==> config.mk <==
export PLATFORM = sky130hd
export DESIGN_NAME = mbox_from_line_recognizer
export DESIGN_NICKNAME = d
export VERILOG_FILES = /design/src/rtl/mbfl_pkg.sv /design/src/rtl/mbfl_scan.sv /design/src/rtl/mbox_from_line_recognizer.sv
export SDC_FILE = /design/constraint.sdc
export NUM_CORES = 1
export LEC_CHECK = 0
export BUFFER_PORTS_ARGS = -buffer_cell sky130_fd_sc_hd__buf_2
export CORE_UTILIZATION = 41
export CTS_CLUSTER_DIAMETER = 150
export CTS_CLUSTER_SIZE = 25
export DETAILED_ROUTE_END_ITERATION = 10
export PLACE_DENSITY = 0.56
export SLEW_MARGIN = 5
export SYNTH_ARGS = -nofsm -noshare
export SYNTH_HDL_FRONTEND = slang
export SYNTH_SLANG_ARGS = --single-unit
==> constraint.sdc <==
create_clock -name clk -period 4.04 [get_ports clk]
set_input_delay 0 -clock clk [delete_from_list [all_inputs] [get_ports clk]]
set_output_delay 0 -clock clk [all_outputs]
set_load 0.03 [all_outputs]
==> src/rtl/mbfl_pkg.sv <==
// ----------------------------------------------------------------------------
// mbfl_pkg
// Types, codes and character tables for the mbox "From " line recognizer.
// ----------------------------------------------------------------------------
`default_nettype none

package mbfl_pkg;

  localparam int DATE_POS_W = 5;
  localparam int PREFIX_LEN = 5;
  localparam int PLAIN_LEN  = 24;
  localparam int ZONED_LEN  = 28;
  localparam logic [DATE_POS_W-1:0] DATE_POS_MAX = '1;

  localparam logic [7:0] CH_SPACE = 8'h20;
  localparam logic [7:0] CH_TAB   = 8'h09;
  localparam logic [7:0] CH_QUOTE = 8'h22;
  localparam logic [7:0] CH_COLON = 8'h3a;
  localparam logic [7:0] CH_LOW_T = 8'h74;
  localparam logic [7:0] CH_LOW_Y = 8'h79;

  typedef enum logic [3:0] {
    PH_PREFIX     = 4'd0,
    PH_GAP_FROM   = 4'd1,
    PH_SENDER     = 4'd2,
    PH_SENDER_Q   = 4'd3,
    PH_GAP_SENDER = 4'd4,
    PH_PROBE      = 4'd5,
    PH_TTY        = 4'd6,
    PH_TTY_Q      = 4'd7,
    PH_GAP_TTY    = 4'd8,
    PH_DATE       = 4'd9,
    PH_REJECT     = 4'd10
  } phase_t;

  typedef enum logic [2:0] {
    CL_NONE  = 3'd0,
    CL_LOWER = 3'd1,
    CL_SPACE = 3'd2,
    CL_DIGIT = 3'd3,
    CL_OPT   = 3'd4,
    CL_COLON = 3'd5,
    CL_UPPER = 3'd7
  } cls_t;

  typedef enum logic [1:0] {
    CAUSE_OK        = 2'd0,
    CAUSE_NO_PREFIX = 2'd1,
    CAUSE_NO_DATE   = 2'd2,
    CAUSE_BAD_DATE  = 2'd3
  } cause_t;

  typedef struct packed {
    logic [DATE_POS_W-1:0] pos;
    logic                  plain_ok;
    logic                  zoned_ok;
  } date_t;

  localparam date_t DATE_CLEAR = '{pos: '0, plain_ok: 1'b1, zoned_ok: 1'b1};

  // verdict handed from the scanner to the output buffer
  typedef struct packed {
    logic   valid;
    logic   is_header;
    cause_t cause;
  } res_t;

  function automatic logic [7:0] from_char(input logic [2:0] idx);
    case (idx)
      3'd0:    from_char = 8'h46;
      3'd1:    from_char = 8'h72;
      3'd2:    from_char = 8'h6f;
      3'd3:    from_char = 8'h6d;
      3'd4:    from_char = CH_SPACE;
      default: from_char = 8'h00;
    endcase
  endfunction

  function automatic logic is_blank(input logic [7:0] c);
    is_blank = (c == CH_SPACE) || (c == CH_TAB);
  endfunction

  function automatic logic class_fits(input cls_t cls, input logic [7:0] c);
    logic dig;
    dig = (c >= 8'h30) && (c <= 8'h39);
    case (cls)
      CL_LOWER: class_fits = (c >= 8'h61) && (c <= 8'h7a);
      CL_UPPER: class_fits = (c >= 8'h41) && (c <= 8'h5a);
      CL_SPACE: class_fits = (c == CH_SPACE);
      CL_DIGIT: class_fits = dig;
      CL_OPT:   class_fits = (c == CH_SPACE) || dig;
      CL_COLON: class_fits = (c == CH_COLON);
      default:  class_fits = 1'b0;
    endcase
  endfunction

  // positions past the end of a form give CL_NONE, which fits nothing
  function automatic cls_t plain_cls(input logic [DATE_POS_W-1:0] p);
    case (p) inside
      5'd0, 5'd4:                          plain_cls = CL_UPPER;
      5'd1, 5'd2, 5'd5, 5'd6:              plain_cls = CL_LOWER;
      5'd3, 5'd7, 5'd10, 5'd19:            plain_cls = CL_SPACE;
      5'd8:                                plain_cls = CL_OPT;
      5'd13, 5'd16:                        plain_cls = CL_COLON;
      5'd9, 5'd11, 5'd12, 5'd14, 5'd15,
      5'd17, 5'd18, [5'd20:5'd23]:         plain_cls = CL_DIGIT;
      default:                             plain_cls = CL_NONE;
    endcase
  endfunction

  function automatic cls_t zoned_cls(input logic [DATE_POS_W-1:0] p);
    case (p) inside
      5'd0, 5'd4, [5'd20:5'd22]:           zoned_cls = CL_UPPER;
      5'd1, 5'd2, 5'd5, 5'd6:              zoned_cls = CL_LOWER;
      5'd3, 5'd7, 5'd10, 5'd19, 5'd23:     zoned_cls = CL_SPACE;
      5'd8:                                zoned_cls = CL_OPT;
      5'd13, 5'd16:                        zoned_cls = CL_COLON;
      5'd9, 5'd11, 5'd12, 5'd14, 5'd15,
      5'd17, 5'd18, [5'd24:5'd27]:         zoned_cls = CL_DIGIT;
      default:                             zoned_cls = CL_NONE;
    endcase
  endfunction

  function automatic date_t date_take(input date_t d, input logic [7:0] c);
    date_t r;
    r = d;
    if (!class_fits(plain_cls(d.pos), c)) r.plain_ok = 1'b0;
    if (!class_fits(zoned_cls(d.pos), c)) r.zoned_ok = 1'b0;
    if (d.pos != DATE_POS_MAX) r.pos = d.pos + 1'b1;
    return r;
  endfunction

endpackage

`default_nettype wire

==> src/rtl/mbfl_scan.sv <==
// ----------------------------------------------------------------------------
// mbfl_scan
// Per-byte line scanner: phase, prefix, tty probe and date match state,
// with the verdict for the final byte of a line.
// ----------------------------------------------------------------------------
`default_nettype none

module mbfl_scan import mbfl_pkg::*; (
  input  wire logic       clk,
  input  wire logic       rst,
  input  wire logic       take,
  input  wire logic [7:0] line_byte,
  input  wire logic       line_end,
  output res_t            res
);

  phase_t     phase, phase_next;
  logic [2:0] prefix_count, prefix_count_next;
  logic [1:0] tty_count, tty_count_next;
  date_t      date, date_next;

  always_comb begin
    phase_next        = phase;
    prefix_count_next = prefix_count;
    tty_count_next    = tty_count;
    date_next         = date;
    unique case (phase)
      PH_PREFIX: begin
        if ((prefix_count < 3'(PREFIX_LEN)) && (line_byte == from_char(prefix_count))) begin
          prefix_count_next = prefix_count + 3'd1;
          if (prefix_count_next == 3'(PREFIX_LEN)) phase_next = PH_GAP_FROM;
        end else begin
          phase_next = PH_REJECT;
        end
      end
      PH_GAP_FROM: begin
        if (!is_blank(line_byte))
          phase_next = (line_byte == CH_QUOTE) ? PH_SENDER_Q : PH_SENDER;
      end
      PH_SENDER: begin
        if (is_blank(line_byte)) phase_next = PH_GAP_SENDER;
        else if (line_byte == CH_QUOTE) phase_next = PH_SENDER_Q;
      end
      PH_SENDER_Q: begin
        if (line_byte == CH_QUOTE) phase_next = PH_SENDER;
      end
      PH_GAP_SENDER: begin
        if (!is_blank(line_byte)) begin
          date_next = date_take(date, line_byte);
          if (line_byte == CH_LOW_T) begin
            phase_next     = PH_PROBE;
            tty_count_next = 2'd1;
          end else begin
            phase_next = PH_DATE;
          end
        end
      end
      PH_PROBE: begin
        if ((tty_count == 2'd1) && (line_byte == CH_LOW_T)) begin
          date_next      = date_take(date, line_byte);
          tty_count_next = 2'd2;
        end else if ((tty_count == 2'd2) && (line_byte == CH_LOW_Y)) begin
          phase_next = PH_TTY;
          date_next  = DATE_CLEAR;
        end else begin
          date_next  = date_take(date, line_byte);
          phase_next = PH_DATE;
        end
      end
      PH_TTY: begin
        if (is_blank(line_byte)) phase_next = PH_GAP_TTY;
        else if (line_byte == CH_QUOTE) phase_next = PH_TTY_Q;
      end
      PH_TTY_Q: begin
        if (line_byte == CH_QUOTE) phase_next = PH_TTY;
      end
      PH_GAP_TTY: begin
        if (!is_blank(line_byte)) begin
          date_next  = date_take(DATE_CLEAR, line_byte);
          phase_next = PH_DATE;
        end
      end
      PH_DATE: begin
        date_next = date_take(date, line_byte);
      end
      default: begin
        phase_next = PH_REJECT;
      end
    endcase
  end

  // verdict from the state after this byte
  always_comb begin
    cause_t cause;
    unique case (phase_next)
      PH_PREFIX, PH_REJECT: cause = CAUSE_NO_PREFIX;
      PH_PROBE, PH_DATE: begin
        if ((date_next.plain_ok && (date_next.pos == DATE_POS_W'(PLAIN_LEN))) ||
            (date_next.zoned_ok && (date_next.pos == DATE_POS_W'(ZONED_LEN))))
          cause = CAUSE_OK;
        else
          cause = CAUSE_BAD_DATE;
      end
      default: cause = CAUSE_NO_DATE;
    endcase
    res.valid     = take && line_end;
    res.is_header = (cause == CAUSE_OK);
    res.cause     = cause;
  end

  // the final byte of a line puts everything back to the start state
  always_ff @(posedge clk) begin
    if (rst || (take && line_end)) begin
      phase        <= PH_PREFIX;
      prefix_count <= '0;
      tty_count    <= '0;
      date         <= DATE_CLEAR;
    end else if (take) begin
      phase        <= phase_next;
      prefix_count <= prefix_count_next;
      tty_count    <= tty_count_next;
      date         <= date_next;
    end
  end

endmodule

`default_nettype wire

==> src/rtl/mbox_from_line_recognizer.sv <==
// ----------------------------------------------------------------------------
// mbox_from_line_recognizer
// Checks text lines, one byte per item, for the mbox "From " separator form
// and gives one verdict item for each byte marked as the end of a line.
// ----------------------------------------------------------------------------
//   channel  handshake            payload
//   in       in_valid / in_stall  line_byte[7:0], line_end
//   out      out_valid/ out_stall is_header, reject_cause[1:0]
//
// one input item per cycle while in_stall is low; the scanner state updates in the accepting cycle
// and a verdict is registered in the output register, or parked in the skid entry while out_stall holds it
// a two-entry buffer (output register plus skid) sits on the result side;
// in_stall rises only while the skid entry is occupied
// rst is synchronous and returns the scanner to the start of a line
// ----------------------------------------------------------------------------
`default_nettype none

module mbox_from_line_recognizer import mbfl_pkg::*; (
  input  wire logic       clk,
  input  wire logic       rst,
  input  wire logic       in_valid,
  output logic            in_stall,
  input  wire logic [7:0] line_byte,
  input  wire logic       line_end,
  output logic            out_valid,
  input  wire logic       out_stall,
  output logic            is_header,
  output logic [1:0]      reject_cause
);

  logic   take;
  res_t   res;
  logic   skid_valid;
  logic   skid_header;
  cause_t skid_cause;
  logic   slot_free;

  assign in_stall  = skid_valid;
  assign take      = in_valid && !in_stall;
  assign slot_free = !out_valid || !out_stall;

  mbfl_scan u_scan (
    .clk       (clk),
    .rst       (rst),
    .take      (take),
    .line_byte (line_byte),
    .line_end  (line_end),
    .res       (res)
  );

  always_ff @(posedge clk) begin
    if (rst) begin
      out_valid  <= 1'b0;
      skid_valid <= 1'b0;
    end else if (skid_valid) begin
      if (slot_free) begin
        out_valid    <= 1'b1;
        is_header    <= skid_header;
        reject_cause <= skid_cause;
        skid_valid   <= 1'b0;
      end
    end else if (slot_free) begin
      out_valid <= res.valid;
      if (res.valid) begin
        is_header    <= res.is_header;
        reject_cause <= res.cause;
      end
    end else if (res.valid) begin
      // output held by the consumer: park the verdict
      skid_valid  <= 1'b1;
      skid_header <= res.is_header;
      skid_cause  <= res.cause;
    end
  end

  a_skid_needs_out: assert property (@(posedge clk) disable iff (rst)
    skid_valid |-> out_valid)
    else $error("skid entry held while output register empty");

  a_skid_fill: assert property (@(posedge clk) disable iff (rst)
    (skid_valid && !$past(skid_valid)) |-> $past(out_valid && out_stall && take && line_end))
    else $error("skid filled without a stalled output and a new verdict");

  a_header_cause: assert property (@(posedge clk) disable iff (rst)
    out_valid |-> (is_header == (reject_cause == CAUSE_OK)))
    else $error("is_header disagrees with reject_cause");

  a_verdict_next: assert property (@(posedge clk) disable iff (rst)
    (take && line_end && slot_free) |=> out_valid)
    else $error("verdict lost after end of line");

endmodule

`default_nettype wire

==> metrics.txt <==
CTS Buffer Depth=2; DIE AREA=0.00611 mm2; Nets=347; H-tree Lvls=1; setup TNS=0 ns; worst endpoint data arrival time=3.59 ns; commonest non-fill, non-tap cells in the layout=26 x nor2_1, 25 x a21oi_1, 20 x o21ai_0, 20 x nand2_1, 18 x dfxtp_1; worst skew pair latency=0.27 ns; Least-Margin Pin Slew=0.917 ns; row count=27; Worst path max stage delay=0.48 ns; syn_area_per_cell=7.48 um2; Ports=18; CTS buffer count=3; Final Worst Setup Slack=0.481 ns; DIE WIDTH=78.1 um; Lkg Pwr=0.963 nW; #FFs+latches synth=24; GRT busiest layer=met2; final instance count without filler cells=396; Setup violations, final=0; ANT cells=0; met2 GRT Util=33.1%; root buf cell=clkbuf_8; CTS sink count=24; Slew Limit Fails=0; final worst path period need=3.56 ns; HPWL after DPL=4680 um; vias=2415; Final Hold Fails=0; CP cell instances=inv_1 -> ha_1 -> or3b_2 -> a32o_2 -> nor3b_2 -> nor3_1 -> mux2_4 -> o41a_1 -> a211oi_2 -> o21bai_1 -> mux2_2; Maximum Capacitance Violations=0; Distinct cells, synth=70; met3 Use GR=2.44%; critical path fanouts, max=8; initial antenna violation count=0; first-pass GRT wire length=10300 um; outcome=finished, final reports clean; Worst EP required=4.07 ns; Syn Nets=340; Async S/R FF share, synth=0%; Fmax=0.281 GHz; Period Utilization, post-route=88.1%; die height=78.1 um; IO Port Bufs=17; yosys warns=0; Reg2Reg Setup Slack=0.48 ns; Critical Setup Path Class=reg -> reg; EDFF count, synth=6; Routed Antenna Nets=0; worst hold path type=in -> reg; CTS tree=yes; Main synth FF type=dfxtp_1; crit end category=flip-flop; post-CTS sizing=0; CORE AREA=0.00554 mm2; post-synthesis sequential area ratio=22.7%; Slowest-stage cell, CP=dfxtp_1; final wirelength=6100 um; worst reg2reg path depth=11; RSZ-0062 raised after global routing=no; Cells after DPL=391; relative slew slack=38.8%; Final Skew=0.0120 ns; GRT overflow=0; DR DRC count=0; pwr dens=249 mW/mm2; Worst Hold Depth=3; drt initial violations=154; peak supply drop=245 uV; Post CTS Setup Buffer Count=0; layout cells sized above 1=11.7%; pre-CTS setup slack=0.485 ns; drt pass-1 iters=4; Routability Congestion=0.919; initial core utilization=42.9%; fillcell total=592; Total GRT Usage=20.5%; clk slew on worst S/H paths=0.09 ns; Area Growth Syn to Fin=8.32%; met1 usage=28.2%; Cells after Synth=318; Avg WL per Cell=15.4 um; post-synthesis cell area=0.00238 mm2; via/cell ratio=6.10; vias in the first global route=2188; largest net degree at the start of global routing=16; final hold slack=0.0534 ns; crit path launch type=flip-flop; commonest non-fill, non-tap cell in the layout=nor2_1
-- cells by family after synthesis --
kind of cell | after synthesis | synth area share, %
multiplexers | 5 | 2.37
buffers and inverters | 34 | 5.63
XOR/XNOR | 8 | 2.95
flip-flops | 24 | 22.7
AND/OR/NAND/NOR | 127 | 29.7
adder cells (fa/ha/maj) | 9 | 4.74
AO/OA/AOI/OAI | 111 | 31.9
-- final cells by class --
| type | instances | area (um2) | area share [%] |
|---|---|---|---|
| flip-flops and latches | 24 | 541 | 21.0 |
| repair buffers | 20 | 110 | 4.28 |
| multi-input cells | 260 | 1700 | 66.1 |
| inverters | 16 | 60.1 | 2.33 |
| well taps | 72 | 90.1 | 3.50 |
| clock inverters | 1 | 30.0 | 1.17 |
| clock buffers | 3 | 41.3 | 1.60 |
-- worst paths after layout --
path / from / to
max: u_scan.date[2] / reject_cause[0]
max reg2reg: u_scan.date[2] / reject_cause[0]
min reg2reg: u_scan.date[1] / u_scan.date[1]
min: out_stall / in_stall
-- layer usage --
metal | share of wire, % | wire length, um
met4 | 2.0 | 122
met5 | 0 | 0
met2 | 46 | 2780
met3 | 3.6 | 218
met1 | 49 | 2980
-- report_power, final --
| part | switching (mW) | total (mW) | internal [mW] | leakage [nW] |
|---|---|---|---|---|
| sequential | 0.0152 | 0.272 | 0.257 | 0.199 |
| clock | 0.0784 | 0.211 | 0.132 | 0.0357 |
| combinational | 0.0925 | 0.158 | 0.0656 | 0.728 |
| total | 0.186 | 0.641 | 0.455 | 0.963 |
-- synth_stat cells, drive strengths merged (2+ instances only) --
cell | instances | area share [%]
mux2 | 2 | 1.1
nand2 | 20 | 3.2
inv | 15 | 2.4
and4 | 2 | 0.74
a211oi | 8 | 2.7
o31a | 2 | 0.74
nor2b | 6 | 1.6
nor3b | 6 | 2.1
nand4 | 4 | 1.1
and2 | 2 | 0.53
o211ai | 8 | 2.5
and3 | 7 | 1.8
o21ai | 22 | 4.6
or3 | 3 | 1.0
dfxtp | 18 | 15
a31oi | 5 | 1.3
nor2 | 26 | 4.1
buf | 4 | 0.89
nand3 | 7 | 1.5
o21a | 4 | 1.3
a2bb2oi | 2 | 0.74
a21oi | 26 | 5.6
edfxtp | 6 | 7.6
nand2b | 9 | 2.4
ha | 9 | 4.7
o311a | 2 | 0.84
xor2 | 3 | 1.1
o21bai | 3 | 0.95
a221oi | 3 | 1.1
or3b | 2 | 0.74
nor4bb | 2 | 0.84
nor4 | 4 | 1.1
or2 | 2 | 0.53
mux2i | 3 | 1.3
nand3b | 2 | 0.63
nor3 | 17 | 3.6
and3b | 2 | 0.74
clkbuf | 14 | 2.2
o22ai | 7 | 1.8
o211a | 3 | 1.3
xnor2 | 5 | 1.8
-- registers in the layout, summed over array words and instances, names as in the netlist, 2 cells and up --
register,flops
reject_cause,2
u_scan.date,7
u_scan.phase,4
skid_cause,2
u_scan.prefix_count,3
u_scan.tty_count,2
-- worst max-delay path: cells and delay by family (launching register included) --
kind | cells | cell delay (ns)
AO/OA/AOI/OAI | 4 | 1.02
adder cells (fa/ha/maj) | 1 | 0.31
buffers and inverters | 1 | 0.14
flip-flops | 1 | 0.48
multiplexers | 2 | 0.58
AND/OR/NAND/NOR | 3 | 0.79
-- metrics by stage --
stage	cell area, um2	utilization, %	power (mW)
2_1_floorplan	2380	-	0.393
3_3_place_gp	2490	45.0	0.433
3_5_place_dp	2490	45.0	0.433
4_1_cts	2570	46.5	0.643
5_1_grt	2570	46.5	0.672
6_report	2570	46.5	0.641
-- what timing repair did --
| item | 4_1_cts | 5_1_grt |
|---|---|---|
| endpoints found under the hold margin | 2 | 0 |
| setup endpoints to repair | 0 | 0 |
| hold buffers | 1 | 0 |
Power figures use the tool's default switching activity.
